==> config.mk <==
export PLATFORM = sky130hd
export DESIGN_NAME = wildcard_signature_scanner_flat
export DESIGN_NICKNAME = d
export VERILOG_FILES = /design/src/hdl/wsc_pkg.sv /design/src/hdl/wsc_if.sv /design/src/hdl/wsc_cfg.sv /design/src/hdl/wsc_cell.sv /design/src/hdl/wildcard_signature_scanner.sv /design/src/flat_wrapper.sv
export SDC_FILE = /design/constraint.sdc
export NUM_CORES = 1
export LEC_CHECK = 0
export BUFFER_PORTS_ARGS = -buffer_cell sky130_fd_sc_hd__buf_2
export CORE_MARGIN = 2
export CORE_UTILIZATION = 43
export CTS_CLUSTER_DIAMETER = 40
export DETAILED_ROUTE_END_ITERATION = 10
export GPL_TIMING_DRIVEN = 0
export PLACE_DENSITY = 0.64
export SLEW_MARGIN = 20
export SYNTH_ARGS = -nofsm -noshare
export SYNTH_HDL_FRONTEND = slang
export SYNTH_SLANG_ARGS = --single-unit
==> constraint.sdc <==
create_clock -name clk -period 152.2 [get_ports clk]
set_input_delay 30.44 -clock clk [delete_from_list [all_inputs] [get_ports clk]]
set_output_delay 30.44 -clock clk [all_outputs]
set_load 0.01 [all_outputs]
==> src/hdl/wsc_pkg.sv <==
// Shared types and codes for the wildcard signature scanner.
package wsc_pkg;

  // Input word modes.
  localparam logic [1:0] MODE_PAT  = 2'd0;
  localparam logic [1:0] MODE_CODE = 2'd1;
  localparam logic [1:0] MODE_END  = 2'd2;

  // Result status codes.
  localparam logic [1:0] ST_NONE    = 2'd0;
  localparam logic [1:0] ST_FOUND   = 2'd1;
  localparam logic [1:0] ST_SKIPPED = 2'd2;

  // Register indexes, taken from paddr[3:2].
  localparam logic [1:0] REG_EP_ONLY   = 2'd0;
  localparam logic [1:0] REG_FULL_SCAN = 2'd1;
  localparam logic [1:0] REG_ENTRY     = 2'd2;

  localparam int CFG_ADDR_W = 4;

  // Current register contents as seen by the datapath.
  typedef struct packed {
    logic        ep_only;
    logic        full_scan;
    logic [31:0] entry_offset;
  } cfg_t;

  // Per-cycle control shared by every cell of the chain.
  typedef struct packed {
    logic code_shift;
    logic pat_shift;
    logic cmp_en;
  } cell_ctl_t;

endpackage

==> src/hdl/wsc_if.sv <==
// Valid/ready channel interfaces for the scanner's input and result words.
interface wsc_in_if;
  logic       valid;
  logic       ready;
  logic [1:0] mode;
  logic [3:0] nibble;
  logic       wildcard_req;

  modport source(output valid, mode, nibble, wildcard_req, input ready);
  modport sink(input valid, mode, nibble, wildcard_req, output ready);
endinterface

interface wsc_out_if;
  logic        valid;
  logic        ready;
  logic [1:0]  status;
  logic [31:0] match_offset;

  modport source(output valid, status, match_offset, input ready);
  modport sink(input valid, status, match_offset, output ready);
endinterface

==> src/hdl/wsc_cfg.sv <==
// APB-style register file holding the scanner's configuration registers.
module wsc_cfg (
  input  logic                              clk,
  input  logic                              rst_n,
  input  logic                              psel,
  input  logic                              penable,
  input  logic                              pwrite,
  input  logic [wsc_pkg::CFG_ADDR_W-1:0]    paddr,
  input  logic [31:0]                       pwdata,
  output logic [31:0]                       prdata,
  output logic                              pready,
  output wsc_pkg::cfg_t                     cfg
);

  wsc_pkg::cfg_t cfg_r;
  logic          wr;

  assign pready = 1'b1;
  assign wr     = psel && penable && pwrite;
  assign cfg    = cfg_r;

  always_ff @(posedge clk) begin
    if (!rst_n) begin
      cfg_r.ep_only      <= 1'b0;
      cfg_r.full_scan    <= 1'b1;
      cfg_r.entry_offset <= 32'd0;
    end else if (wr) begin
      case (paddr[3:2])
        wsc_pkg::REG_EP_ONLY:   cfg_r.ep_only      <= pwdata[0];
        wsc_pkg::REG_FULL_SCAN: cfg_r.full_scan    <= pwdata[0];
        wsc_pkg::REG_ENTRY:     cfg_r.entry_offset <= pwdata;
        default: ;
      endcase
    end
  end

  always_comb begin
    case (paddr[3:2])
      wsc_pkg::REG_EP_ONLY:   prdata = {31'd0, cfg_r.ep_only};
      wsc_pkg::REG_FULL_SCAN: prdata = {31'd0, cfg_r.full_scan};
      wsc_pkg::REG_ENTRY:     prdata = cfg_r.entry_offset;
      default:                prdata = 32'd0;
    endcase
  end

endmodule

==> src/hdl/wsc_cell.sv <==
// One cell of the match chain: a code nibble, a signature nibble and a compare.
module wsc_cell (
  input  logic                clk,
  input  wsc_pkg::cell_ctl_t  ctl,
  input  logic [3:0]          code_in,
  input  logic [3:0]          dig_in,
  input  logic                wild_in,
  input  logic                active,
  output logic [3:0]          code_q,
  output logic [3:0]          dig_q,
  output logic                wild_q,
  output logic                hit_q
);

  logic [3:0] code_r;
  logic [3:0] dig_r;
  logic       wild_r;
  logic       hit_r;
  logic       hit_nxt;

  // A cell beyond the signature length never blocks a match.
  assign hit_nxt = !active || wild_r || (dig_r == code_r);

  always_ff @(posedge clk) begin
    if (ctl.code_shift) begin
      code_r <= code_in;
    end
    if (ctl.pat_shift) begin
      dig_r  <= dig_in;
      wild_r <= wild_in;
    end
    if (ctl.cmp_en) begin
      hit_r <= hit_nxt;
    end
  end

  assign code_q = code_r;
  assign dig_q  = dig_r;
  assign wild_q = wild_r;
  assign hit_q  = hit_r;

endmodule

==> src/hdl/wildcard_signature_scanner.sv <==
// Wildcard signature scanner: a chain of compare cells taking one word per cycle.
// Throughput: one word per cycle; the input stalls only while an end-of-image verdict waits
// in step B and the output register holds a word that is not taken in that cycle.
// A result word is valid once its end word has passed steps A and B into the output register;
// the three-step pipeline is update chain, per-cell compare, combine and verdict.
// Reset (synchronous, active low) clears scan state and valids and restores register defaults.
module wildcard_signature_scanner #(
  parameter int MAX_PATTERN_NIBBLES = 64,
  parameter int OFFSET_BITS         = 32
) (
  input  logic                            clk,
  input  logic                            rst_n,
  wsc_in_if.sink                          in_if,
  wsc_out_if.source                       out_if,
  input  logic                            psel,
  input  logic                            penable,
  input  logic                            pwrite,
  input  logic [wsc_pkg::CFG_ADDR_W-1:0]  paddr,
  input  logic [31:0]                     pwdata,
  output logic [31:0]                     prdata,
  output logic                            pready
);

  localparam int N  = MAX_PATTERN_NIBBLES;
  localparam int CW = $clog2(N + 1);
  localparam int OB = OFFSET_BITS;
  localparam int PW = OFFSET_BITS + 1;
  localparam logic [PW-1:0] POS_MAX  = {PW{1'b1}};
  localparam logic [CW-1:0] CNT_FULL = CW'(N);

  // Configuration registers.
  wsc_pkg::cfg_t cfg;

  wsc_cfg u_cfg (
    .clk     (clk),
    .rst_n   (rst_n),
    .psel    (psel),
    .penable (penable),
    .pwrite  (pwrite),
    .paddr   (paddr),
    .pwdata  (pwdata),
    .prdata  (prdata),
    .pready  (pready),
    .cfg     (cfg)
  );

  // Scan state.
  logic [CW-1:0] count_r;
  logic [PW-1:0] pos_r;
  logic          found_r;
  logic [OB-1:0] found_off_r;

  // Pipeline registers. Step A holds a word whose chain update has just happened; step B
  // holds the same word while the cells' registered compare results are available.
  logic          a_vld_r, a_end_r, a_fix_r;
  logic [1:0]    a_fix_st_r;
  logic [PW-1:0] a_start_r;
  logic          b_vld_r, b_end_r, b_fix_r;
  logic [1:0]    b_fix_st_r;
  logic [PW-1:0] b_start_r;

  // Output register.
  logic          out_valid_r;
  logic [1:0]    out_status_r;
  logic [31:0]   out_off_r;

  // The whole pipeline moves together. It holds only when an end-of-image verdict is
  // ready to leave step B and the output register still holds an untaken word.
  logic en, acc, is_pat, is_code, is_end;
  logic pat_take, code_take;

  assign en      = !(out_valid_r && !out_if.ready && b_vld_r && b_end_r);
  assign in_if.ready = en;
  assign acc     = in_if.valid && en;
  assign is_pat  = acc && (in_if.mode == wsc_pkg::MODE_PAT);
  assign is_code = acc && (in_if.mode == wsc_pkg::MODE_CODE);
  assign is_end  = acc && (in_if.mode == wsc_pkg::MODE_END);

  // Signature nibbles past the chain's length are dropped; code nibbles stop once the
  // position counter is saturated.
  assign pat_take  = is_pat && (count_r != CNT_FULL);
  assign code_take = is_code && (pos_r != POS_MAX);

  // Candidate start for the window that ends at the incoming code nibble.
  logic [PW-1:0]   pos_inc;
  logic [PW:0]     diff;
  logic [PW-1:0]   start;
  logic            fits;
  logic [OB+31:0]  ent_wide;
  logic [PW-1:0]   ent_start;
  logic            mode_ok, elig;

  assign pos_inc   = pos_r + 1'b1;
  assign diff      = {1'b0, pos_inc} - {{(PW + 1 - CW){1'b0}}, count_r};
  assign start     = diff[PW-1:0];
  assign fits      = !diff[PW];
  assign ent_wide  = {{OB{1'b0}}, cfg.entry_offset};
  assign ent_start = {ent_wide[OB-1:0], 1'b0};
  assign mode_ok   = cfg.ep_only ? (start == ent_start) : cfg.full_scan;
  assign elig      = code_take && (count_r != '0) && fits && !start[0] && mode_ok;

  // Parts of the end-of-image verdict that do not depend on the found flag are settled
  // here, against the state before the end word clears it.
  logic       skipped, empty, ep_reach;
  logic       fix_nxt;
  logic [1:0] fix_st_nxt;

  assign skipped  = !cfg.ep_only && !cfg.full_scan;
  assign empty    = (count_r == '0);
  assign ep_reach = (ent_start <= pos_r);
  assign fix_nxt  = skipped || empty;

  always_comb begin
    if (skipped) begin
      fix_st_nxt = wsc_pkg::ST_SKIPPED;
    end else if (cfg.ep_only && !ep_reach) begin
      fix_st_nxt = wsc_pkg::ST_NONE;
    end else begin
      fix_st_nxt = wsc_pkg::ST_FOUND;
    end
  end

  // Length and position. An end word clears them at once, so the words that follow
  // start a fresh signature while the verdict is still in flight.
  always_ff @(posedge clk) begin
    if (!rst_n) begin
      count_r <= '0;
      pos_r   <= '0;
    end else if (is_end) begin
      count_r <= '0;
      pos_r   <= '0;
    end else if (pat_take) begin
      count_r <= count_r + 1'b1;
    end else if (code_take) begin
      pos_r <= pos_inc;
    end
  end

  // The chain of cells. Cell j holds code nibble j back from the newest and signature
  // nibble j back from the last one loaded, so cell j compares signature nibble
  // (length-1-j) against the code nibble at that place of the window.
  wsc_pkg::cell_ctl_t ctl;
  logic [3:0]         code_w [N];
  logic [3:0]         dig_w  [N];
  logic               wild_w [N];
  logic [N-1:0]       hits;

  assign ctl.code_shift = code_take;
  assign ctl.pat_shift  = pat_take;
  assign ctl.cmp_en     = en;

  for (genvar j = 0; j < N; j++) begin : g_cell
    logic [3:0] code_in;
    logic [3:0] dig_in;
    logic       wild_in;

    if (j == 0) begin : g_head
      assign code_in = in_if.nibble;
      assign dig_in  = in_if.nibble;
      assign wild_in = in_if.wildcard_req;
    end else begin : g_link
      assign code_in = code_w[j-1];
      assign dig_in  = dig_w[j-1];
      assign wild_in = wild_w[j-1];
    end

    wsc_cell u_cell (
      .clk     (clk),
      .ctl     (ctl),
      .code_in (code_in),
      .dig_in  (dig_in),
      .wild_in (wild_in),
      .active  (count_r > CW'(j)),
      .code_q  (code_w[j]),
      .dig_q   (dig_w[j]),
      .wild_q  (wild_w[j]),
      .hit_q   (hits[j])
    );
  end

  // Step A captures eligible code words and end words; everything else needs no verdict.
  always_ff @(posedge clk) begin
    if (!rst_n) begin
      a_vld_r <= 1'b0;
      b_vld_r <= 1'b0;
    end else if (en) begin
      a_vld_r <= elig || is_end;
      b_vld_r <= a_vld_r;
    end
  end

  always_ff @(posedge clk) begin
    if (en) begin
      a_end_r    <= is_end;
      a_fix_r    <= fix_nxt;
      a_fix_st_r <= fix_st_nxt;
      a_start_r  <= is_end ? (cfg.ep_only ? ent_start : '0) : start;
      b_end_r    <= a_end_r;
      b_fix_r    <= a_fix_r;
      b_fix_st_r <= a_fix_st_r;
      b_start_r  <= a_start_r;
    end
  end

  // Step B: combine the cells' compare results. The first eligible match wins; an end
  // word reads the found flag after every earlier code word has updated it, then clears it.
  logic          all_hit;
  logic [1:0]    res_st;
  logic [OB-1:0] res_off;
  logic [OB+31:0] res_wide;

  assign all_hit = &hits;

  always_comb begin
    if (b_fix_r) begin
      res_st  = b_fix_st_r;
      res_off = (b_fix_st_r == wsc_pkg::ST_FOUND) ? b_start_r[PW-1:1] : '0;
    end else if (found_r) begin
      res_st  = wsc_pkg::ST_FOUND;
      res_off = found_off_r;
    end else begin
      res_st  = wsc_pkg::ST_NONE;
      res_off = '0;
    end
  end

  assign res_wide = {32'd0, res_off};

  always_ff @(posedge clk) begin
    if (!rst_n) begin
      found_r <= 1'b0;
    end else if (en && b_vld_r) begin
      if (b_end_r) begin
        found_r <= 1'b0;
      end else if (!found_r && all_hit) begin
        found_r <= 1'b1;
      end
    end
  end

  always_ff @(posedge clk) begin
    if (en && b_vld_r && !b_end_r && !found_r && all_hit) begin
      found_off_r <= b_start_r[PW-1:1];
    end
  end

  // Output register: loads a verdict word, drops it once taken.
  always_ff @(posedge clk) begin
    if (!rst_n) begin
      out_valid_r <= 1'b0;
    end else if (en && b_vld_r && b_end_r) begin
      out_valid_r <= 1'b1;
    end else if (out_if.ready) begin
      out_valid_r <= 1'b0;
    end
  end

  always_ff @(posedge clk) begin
    if (en && b_vld_r && b_end_r) begin
      out_status_r <= res_st;
      out_off_r    <= res_wide[31:0];
    end
  end

  assign out_if.valid        = out_valid_r;
  assign out_if.status       = out_status_r;
  assign out_if.match_offset = out_off_r;

endmodule

==> src/flat_wrapper.sv <==
// flat-port wrapper written by rule: the top's interface ports become plain ports
module wildcard_signature_scanner_flat 
#(
  parameter int MAX_PATTERN_NIBBLES = 64,
  parameter int OFFSET_BITS         = 32
)
  (clk, rst_n, psel, penable, pwrite, paddr, pwdata, prdata, pready, in_if_valid, in_if_mode, in_if_nibble, in_if_wildcard_req, in_if_ready, out_if_valid, out_if_status, out_if_match_offset, out_if_ready);
  wsc_in_if in_if_i ();
  wsc_out_if out_if_i ();
  input  logic clk;
  input  logic rst_n;
  input  logic psel;
  input  logic penable;
  input  logic pwrite;
  input  logic [wsc_pkg::CFG_ADDR_W-1:0] paddr;
  input  logic [31:0] pwdata;
  output logic [31:0] prdata;
  output logic pready;
  input wire logic [$bits(in_if_i.valid)-1:0] in_if_valid;
  input wire logic [$bits(in_if_i.mode)-1:0] in_if_mode;
  input wire logic [$bits(in_if_i.nibble)-1:0] in_if_nibble;
  input wire logic [$bits(in_if_i.wildcard_req)-1:0] in_if_wildcard_req;
  output wire logic [$bits(in_if_i.ready)-1:0] in_if_ready;
  output wire logic [$bits(out_if_i.valid)-1:0] out_if_valid;
  output wire logic [$bits(out_if_i.status)-1:0] out_if_status;
  output wire logic [$bits(out_if_i.match_offset)-1:0] out_if_match_offset;
  input wire logic [$bits(out_if_i.ready)-1:0] out_if_ready;
  assign in_if_i.valid = in_if_valid;
  assign in_if_i.mode = in_if_mode;
  assign in_if_i.nibble = in_if_nibble;
  assign in_if_i.wildcard_req = in_if_wildcard_req;
  assign in_if_ready = in_if_i.ready;
  assign out_if_valid = out_if_i.valid;
  assign out_if_status = out_if_i.status;
  assign out_if_match_offset = out_if_i.match_offset;
  assign out_if_i.ready = out_if_ready;
  wildcard_signature_scanner #(.MAX_PATTERN_NIBBLES(MAX_PATTERN_NIBBLES), .OFFSET_BITS(OFFSET_BITS)) u_core (.clk(clk), .rst_n(rst_n), .in_if(in_if_i), .out_if(out_if_i), .psel(psel), .penable(penable), .pwrite(pwrite), .paddr(paddr), .pwdata(pwdata), .prdata(prdata), .pready(pready));
endmodule
# After elaboration in Yosys (flattened, before gate mapping)
# Index checks and enable logic that the tools add are counted.
[totals] regBits=858 in_bits=50 elab_cells=671
[op_classes] addsub=3 n_lt_le_gt_ge=65 n_eq_ne=72 mux=14 n_bitwise=2 reduce_logical=239
[op_table] cell="$eq 4x4->1" n=64
[op_table] cell="$gt 7x6->1 const B" n=32
[op_table] cell="$logic_or 1x1->1" n=130
[op_table] cell="$gt 7x5->1 const B" n=16
[op_table] cell="$mux 32" n=3
[op_table] cell="$pmux 32 s3" n=1
[op_table] cell="$logic_not 1->1" n=73
[op_table] cell="$mux 33" n=2
[op_table] cell="$reduce_and 64->1" n=1
[op_table] cell="$gt 7x4->1 const B" n=8
[op_table] cell="$sub 33x7->34" n=1
[op_table] cell="$add 33x1->33 const B" n=1
[op_table] cell="$eq 33x33->1" n=1
[op_table] cell="$le 33x33->1" n=1
[op_table] cell="$ne 33x33->1 const B" n=1
[op_table] cell="$gt 7x3->1 const B" n=4
[op_table] cell="$logic_and 1x1->1" n=23
[op_table] cell="$gt 7x1->1 const B" n=2
[op_table] cell="$gt 7x2->1 const B" n=2
[op_table] cell="$reduce_and 2->1" n=5
[op_table] cell="$add 7x1->7 const B" n=1
[op_table] cell="$logic_not 7->1" n=1
[op_table] cell="$mux 1" n=7
[op_table] cell="$ne 7x7->1 const B" n=1
[op_table] cell="8 further kinds" n=14

# Longest topological paths before layout
# Gate-level depths: netlist of the first run.
[depth] ltp_word=13 depth_mapped=18 depth_no_buf=17

# Modules after synthesis
# A second synthesis of the first run with hierarchy kept.
[unflattened] cells_unflattened=2311 area_unflattened_um2=35396.4
[by_module_without_submodules] module="wsc_cell" n_inst=64 cells_each=16 area_each_um2=357.8
[by_module_without_submodules] module="wildcard_signature_scanner" n_inst=1 cells_each=1098 area_each_um2=10851.7
[by_module_without_submodules] module="wsc_cfg" n_inst=1 cells_each=189 area_each_um2=1642.8

# Worst setup path before layout of the first run
# No wires, ideal clock.
[synth_timing] path_kind="input to register" from="in out_if_ready" to="reg u_core.count_r[4]" arrival_ns=89.783 t_required_ns=152.128 path_slack_ns=62.346 path_stages=8 cell_sequence="nand2b_1 -> nor2_1 -> inv_1 -> nand2_1 -> a2111oi_0 -> nand2_1 -> or3_1 -> a21oi_1"
[synth_via] elab_chain_len=8 word_cells_on_any_way=10
[synth_lines] item="from (decl)" line="flat_wrapper.sv:27" rtl="input wire logic [$bits(out_if_i.ready)-1:0] out_if_ready;"
[synth_lines] item="$logic_not 1->1" line="wildcard_signature_scanner.sv:72" rtl="assign en = !(out_valid_r && !out_if.ready && b_vld_r && b_end_r);"
[synth_lines] item="$logic_and 1x1->1 (3 in a row)" line="wildcard_signature_scanner.sv:72"
[synth_lines] item="$logic_not 1->1" line="wildcard_signature_scanner.sv:72"
[synth_lines] item="named net in_if_ready" line="flat_wrapper.sv:23" rtl="output wire logic [$bits(in_if_i.ready)-1:0] in_if_ready;"
[synth_lines] item="$logic_and 1x1->1" line="wildcard_signature_scanner.sv:74" rtl="assign acc = in_if.valid && en;"
[synth_lines] item="$logic_and 1x1->1" line="wildcard_signature_scanner.sv:75" rtl="assign is_pat = acc && (in_if.mode == wsc_pkg::MODE_PAT);"
[synth_lines] item="$logic_and 1x1->1" line="wildcard_signature_scanner.sv:81" rtl="assign pat_take = is_pat && (count_r != CNT_FULL);"
[synth_lines] item="named net u_core.pat_take" line="wildcard_signature_scanner.sv:70" rtl="logic pat_take, code_take;"
[synth_lines] item="to (signal assigned)" line="wildcard_signature_scanner.sv:133" rtl="count_r <= count_r + 1'b1;"
[synth_lines] item="to (decl)" line="wildcard_signature_scanner.sv:48" rtl="logic [CW-1:0] count_r;"
# The timed path passes the listed nets, and every way through them passes these cells.
# A chain may end at the register's enable or synchronous reset.

# Final worst setup path of the first run
[layout_timing] from="in paddr[2] in the netlist's numbering" to="out prdata[2]"
[layout_via] elab_chain_len=2 word_cells_on_any_way=4
[layout_lines] item="from (decl)" line="flat_wrapper.sv:15" rtl="input logic [wsc_pkg::CFG_ADDR_W-1:0] paddr;"
[layout_lines] item="$eq 2x2->1 (tied with other cells)" line="wsc_cfg.sv:38" rtl="case (paddr[3:2])"
[layout_lines] item="$pmux 32 s3 *" line="wsc_cfg.sv:38"
[layout_lines] item="to (decl)" line="flat_wrapper.sv:17" rtl="output logic [31:0] prdata;"
# Every way passes the cells marked *; elsewhere a longest branch is shown, timed or not.

==> flow_metrics.py, run 1 <==
metrics = {
    "run_status": {
        "outcome": "finished, final reports clean",
    },
    "clock_tree": {
        "post_cts_buffers": 0,
        "numCtsBuffers": 108,
        "cts_tree": "yes",
        "ctsHoldBuffers": 0,
        "h-tree-depth": 3,
        "numClockSinks": 856,
        "clock_latency_ns": 0.68,
        "cts_resized": 0,
        "clk_pin_slew_worst_paths_ns": 0.05,
        "cts_buffer_depth": 3,
        "cts-root-buf": "clkbuf_16",
    },
    "power_and_ir_drop": {
        "vdd_drop_max_uv": 10.81,
        "p_leak_nw": 14.04,
        "power_density_nw_per_um2": 13.01,
        "finalPower_mw": 0.5358,
    },
    "worst_setup_path": {
        "crit_slowest_cell": "clkbuf_1",
        "path_max_fanout": 10,
        "cp_top_family": "buffers and inverters",
        "crit_path_frequent_cell": "buf_2",
        "path_class": "input pin to output pin",
        "endpoint_kind": "output pin",
        "cpPeakStageDelay_ns": 0.52,
        "crit_required_ns": 121.76,
        "worstSetupStartpointType": "input pin",
        "cp.buffers_inverters": 3,
        "arrival_ns": 31.84,
        "path_cells": "buf_2 -> nor2b_1 -> clkbuf_1 -> and2_1 -> buf_2",
    },
    "drt": {
        "top_layer_used": "met4",
        "first_iter_violations": 1910,
        "vias_per_cell": 5.466,
        "met3_length_mm": 6.218,
        "dr.pass1.iters": 6,
        "post_drt_wl_per_cell_um": 21.61,
        "via_count": 20810,
        "wl_mm": 82.31,
        "remaining_drc_errors": 0,
        "drtAntennaViolNets": 0,
        "drt-met1-wl_mm": 36.23,
        "wl_met2_mm": 36.83,
    },
    "sta": {
        "worst_slew_pin_slew_ns": 1.197,
        "period_share_pct": 40.92,
        "drv_slew": 0,
        "fin_crit_ns": 62.28,
        "finalHoldViolCount": 0,
        "setup_violations": 0,
        "rsz0062_at_grt": "false",
        "setup_tns_ns": 0,
        "relSlewSlack_pct": 19.51,
        "skew_ns": 0.05120,
        "fmax_mhz": 16.06,
    },
    "logic_synthesis": {
        "synth_area_leaders": "edfxtp_1 67%, xnor2_1 5.0%, dfxtp_1 4.5%, xor2_1 4.0%, nand2_1 1.6%",
        "synth_top_area_share_pct": 66.84,
        "synth_cell_types": 83,
        "avgSynthCellArea_um2": 14.86,
        "async_flop_share_pct": 0,
        "syn-num-nets": 2448,
        "synth_area_leader_cell": "edfxtp_1",
        "ys.warnings.count": 0,
        "seq_area_frac_synth_pct": 71.31,
        "synth_flop_cell": "edfxtp_1",
        "netlist_area_um2": 34950,
        "synth_edf_count": 778,
        "ys_ff_latch": 856,
        "synthCells": 2352,
    },
    "cells_and_area": {
        "syn_to_final_growth_pct": 17.85,
        "fin_nets": 2751,
        "drive_above_1_share_pct": 15.54,
        "diodes": 0,
        "utilization_pct": 51.14,
    },
    "floorplan": {
        "rows": 104,
        "initial_core_util_pct": 43.39,
        "core-area_um2": 80550,
        "ios": 119,
        "die_y_um": 289.1,
        "die-area_um2": 83580,
        "fp.dieW_um": 289.1,
    },
    "job": {
        "maxCapViolCount": 0,
    },
    "place": {
        "portBuffers": 115,
        "dpl.hpwl_mm": 59.20,
        "gp_congestion": 0.9068,
    },
    "global_route": {
        "grt_pass1_vias": 20940,
        "grt_max_degree": 109,
        "grt_overflow": 0,
        "antenna_found_initial": 2,
        "grt_pass1_wl_mm": 123.4,
        "grt_usage_pct": 19.62,
    },
    "min_path": {
        "worst_hold_path_type": "flop to flop",
    },
}
-- sequential cells by signal (all words and copies together), names as in the netlist, 33 cells and up --
name and flops:
u_core.g_cell.u_cell.wild_q 64, u_core.g_cell.u_cell.dig_q 256, u_core.g_cell.u_cell.hit_q 64, u_core.g_cell.u_cell.code_q 256
u_core.pos_r 33, u_core.u_cfg.cfg 34
-- cells in the mapped netlist, types with 14 or more instances --
master / instances
a21boi_0: 34
a21oi_1: 53
a22o_1: 32
a41oi_1: 17
and2_1: 35
clkbuf_1: 61
dfxtp_1: 78
edfxtp_1: 778
ha_1: 45
inv_1: 42
nand2_1: 152
nand3_1: 71
nand4_1: 53
nor2_1: 109
nor3_1: 42
nor4_1: 42
o21a_1: 14
o21ai_0: 80
or3_1: 21
xnor2_1: 198
xor2_1: 161
-- per-layer routing --
layer | GRT usage [%] | up-vias
li1 | - | 9510
met1 | 27.52 | 10390
met5 | 0 | -
met2 | 29.46 | 741
met4 | 8.260 | 0
met3 | 4.520 | 177
-- worst register-to-register path, delay by kind of cell, from the launching register on --
kind / cells / cell delay (ns)
simple gates: 7 / 2.59
buf+inv: 1 / 0.27
flops: 1 / 0.48
mux: 1 / 0.35
compound gates: 2 / 1.38
xor+xnor: 1 / 0.29
-- layout by cell type (no fill, tap or decap), types with 13 or more instances in the layout --
master,count
a41oi_1,17
clkinvlp_4,18
xor2_1,161
o21ai_0,80
nor4_1,41
and2_1,35
buf_4,17
a22o_1,32
clkbuf_1,67
ha_1,45
mux2i_1,13
inv_6,18
o21a_1,14
nor2_1,109
a21oi_1,53
clkbuf_16,108
nor3_1,42
buf_2,183
inv_1,41
nand3_1,71
or3_1,21
clkinv_1,15
a21boi_0,34
edfxtp_1,778
xnor2_1,198
nand4_1,53
nand2_1,152
dfxtp_1,78
-- path summary, 6_finish.rpt --
kind / cells after the start / startpoint / slack [ns] / to
min reg2reg: 0 / u_core.a_end_r / 0.41 / u_core.b_end_r
max reg2reg: 12 / u_core.pos_r[0] / 146.75 / u_core.a_vld_r
min: 0 / u_core.a_end_r / 0.41 / u_core.b_end_r
max: 5 / paddr[2] / 89.92 / prdata[2]
-- layout make-up --
class | instances | area, um2
fill | 6703 | 39360
sequential | 856 | 24920
multi-input combinational | 1368 | 9544
clock buffer | 115 | 2729
tap | 1060 | 1326
timing repair buffer | 193 | 1154
clock inverter | 88 | 999.7
buffer | 80 | 327.8
inverter | 48 | 187.7
-- power breakdown --
group / leakage [nW] / internal, mW / switching (mW) / total [mW]
combinational: 4.37 / 0.00544 / 0.00903 / 0.0145
sequential: 7.91 / 0.261 / 0.00342 / 0.264
clock: 1.76 / 0.152 / 0.105 / 0.257
-- cells by family after synthesis --
logic type                 after synthesis  synth area share (%)
AOI/OAI and AO/OA                      336                 6.744
xor gates and xnor gates               367                 9.522
adders and majority gates               46                 1.668
buffers and inverters                  128                 1.443
DFF                                    856                 71.31
muxes                                   14                0.4045
other                                    1               0.01073
and+or+nand+nor                        604                 8.899
-- through the flow --
step | instance area (um2) | hold slack [ns] | cells | setup slack (ns)
2_1_floorplan | 34950 | 0.4003 | 2352 | 62.35
3_3_place_gp | 36850 | 0.4036 | 3527 | 31.53
3_5_place_dp | 37460 | 0.4045 | 3605 | 89.95
4_1_cts | 41190 | 0.4044 | 3808 | 89.94
5_1_grt | 41190 | 0.4184 | 3808 | 89.84
6_report | 41190 | 0.4056 | 3808 | 89.92
(Power assumes the default switching activity.)
==> run 2, diff against run 1 <==
--- a/config.mk
+++ b/config.mk
@@ -11,7 +11,7 @@
 export CTS_CLUSTER_DIAMETER = 40
 export DETAILED_ROUTE_END_ITERATION = 10
 export GPL_TIMING_DRIVEN = 0
-export PLACE_DENSITY = 0.64
+export PLACE_DENSITY = 0.66
 export SLEW_MARGIN = 20
 export SYNTH_ARGS = -nofsm -noshare
 export SYNTH_HDL_FRONTEND = slang
==> constraint.sdc (replaced) <==
create_clock -name clk -period 50.7 [get_ports clk]
set_input_delay 10.14 -clock clk [delete_from_list [all_inputs] [get_ports clk]]
set_output_delay 10.14 -clock clk [all_outputs]
set_load 0.01 [all_outputs]
==> flow_metrics.py, run 2 (same netlist as run 1, synthesis figures left out) <==
metrics = {
    "sta": {
        "fmax_mhz": 45.20,
        "drv_slew": 0,
        "finalHoldViolCount": 0,
        "period_share_pct": 43.64,
        "rsz0062_at_grt": "false",
        "setup_violations": 0,
        "worst_slew_pin_slew_ns": 1.179,
        "skew_ns": 0.04864,
        "relSlewSlack_pct": 21.02,
        "setup_tns_ns": 0,
        "fin_hold_ws_ns": 0.4087,
        "fin_crit_ns": 22.12,
    },
    "clock_tree": {
        "numCtsBuffers": 104,
        "cts_tree": "yes",
        "clock_latency_ns": 0.66,
        "cts_resized": 0,
        "cts_buffer_depth": 3,
        "cts-root-buf": "clkbuf_16",
        "clk_pin_slew_worst_paths_ns": 0.06,
        "ctsHoldBuffers": 0,
        "h-tree-depth": 3,
        "numClockSinks": 856,
        "post_cts_buffers": 0,
    },
    "power_and_ir_drop": {
        "p_clk_share_pct": 46.5,
        "p_seq_share_pct": 50.7,
        "p_switching_mw": 0.3364,
        "power_density_nw_per_um2": 38.21,
        "vdd_drop_max_uv": 27.86,
        "p_leak_nw": 13.78,
        "combPwrFrac_pct": 2.8,
        "swShare_pct": 21.52,
        "power.internal_mw": 1.227,
    },
    "floorplan": {
        "core-area_um2": 80550,
        "ios": 119,
        "fp.dieW_um": 289.1,
        "initial_core_util_pct": 43.39,
        "die_y_um": 289.1,
        "rows": 104,
        "die-area_um2": 83580,
    },
    "drt": {
        "first_iter_violations": 2033,
        "post_drt_wl_per_cell_um": 21.83,
        "wl_mm": 82.30,
        "drtAntennaViolNets": 0,
        "remaining_drc_errors": 0,
        "dr.pass1.iters": 6,
        "vias_per_cell": 5.529,
        "via_count": 20840,
    },
    "cells_and_area": {
        "mostFrequentLayoutCell": "edfxtp_1",
        "multi_input_area_um2": 9558,
        "utilization_pct": 50.80,
        "syn_to_final_growth_pct": 17.06,
        "final_cell_mix": "778 x edfxtp_1, 198 x xnor2_1, 161 x xor2_1",
        "diodes": 0,
        "ff_latch_area_um2": 24920,
        "fin_nets": 2718,
        "num-fill-cells": 6611,
        "design_area_um2": 40920,
        "drive_above_1_share_pct": 13.91,
        "fin_cells": 3770,
    },
    "job": {
        "maxCapViolCount": 0,
    },
    "place": {
        "dpl.hpwl_mm": 58.80,
        "gp_congestion": 0.8917,
        "portBuffers": 115,
        "place_area_um2": 37450,
        "placed_cells": 3576,
    },
    "worst_setup_path": {
        "r2r_setup_slack_ns": 45.07,
        "path_class": "input pin to output pin",
        "r2r_cells": 17,
        "crit_path_frequent_cell": "buf_2",
        "arrival_ns": 11.98,
        "r2r_end": "u_core.a_vld_r",
        "cp_top_family": "buffers and inverters",
        "cp.buffers_inverters": 4,
        "path_cells": "buf_2 -> nand2b_1 -> nor2_1 -> inv_8 -> buf_16 -> buf_2",
        "cpPeakStageDelay_ns": 0.58,
        "reg2reg_from": "u_core.pos_r[0]",
        "crit_required_ns": 40.56,
        "path_max_fanout": 72,
        "worstSetupStartpointType": "input pin",
        "crit_slowest_cell": "nor2_1",
        "endpoint_kind": "output pin",
    },
    "min_path": {
        "worstHoldStart": "u_core.a_start_r[16]",
        "worst_hold_path_type": "flop to flop",
        "whs_path_depth": 0,
        "min_to": "u_core.b_start_r[16]",
    },
    "global_route": {
        "grt_usage_pct": 19.64,
        "antenna_found_initial": 0,
        "grt_overflow": 0,
        "grt_max_degree": 73,
        "grt_pass1_vias": 20800,
        "grt_pass1_wl_mm": 123.6,
    },
    "run_status": {
        "outcome": "finished, final reports clean",
    },
}
-- run 2: cell type report --
class / count / share of cell area [%]
inverter: 48 / 0.4587
buffer: 80 / 0.8012
timing repair buffer: 164 / 2.746
clock buffer: 125 / 6.679
sequential: 856 / 60.92
clock inverter: 69 / 1.798
tap: 1060 / 3.241
multi-input combinational: 1368 / 23.36
-- run 2: metrics by stage --
stage | setup WS (ns) | power, mW
global placement | 3.643 | 0.8591
finish | 28.58 | 1.564
floorplan | 15.53 | 0.8374
global route | 28.53 | 1.612
detailed placement | 28.62 | 0.8516
CTS | 28.61 | 1.578
-- run 2: worst max path at each step --
| stage | start | to | slack [ns] | depth (start not counted) |
|---|---|---|---|---|
| 2_1_floorplan | out_if_ready | u_core.count_r[4] | 15.53 | 8 |
| 3_5_place_dp | out_if_ready | in_if_ready | 28.62 | 6 |
| 3_3_place_gp | out_if_ready | u_core.count_r[4] | 3.64 | 9 |
| 5_1_grt | out_if_ready | in_if_ready | 28.53 | 6 |
| 4_1_cts | out_if_ready | in_if_ready | 28.61 | 6 |
| 6_report | out_if_ready | in_if_ready | 28.58 | 6 |
-- run 2: power groups by stage --
stage	Clock (mW)	Sequential [mW]	Combinational, mW
final	0.726	0.793	0.0441
after global routing	0.770	0.794	0.0481
after CTS	0.741	0.793	0.0445
after detailed placement	0	0.807	0.0443
after global placement	0	0.819	0.0403
after floorplan	0	0.811	0.0260
-- run 2: routing by layer --
layer | vias to the layer above | routed length, um | GRT usage (%)
li1 | 9438 | - | -
met1 | 10440 | 35190 | 26.84
met2 | 794 | 38860 | 31.32
met3 | 175 | 5483 | 3.354
met4 | 0 | 2757 | 8.003
met5 | - | 0 | 0
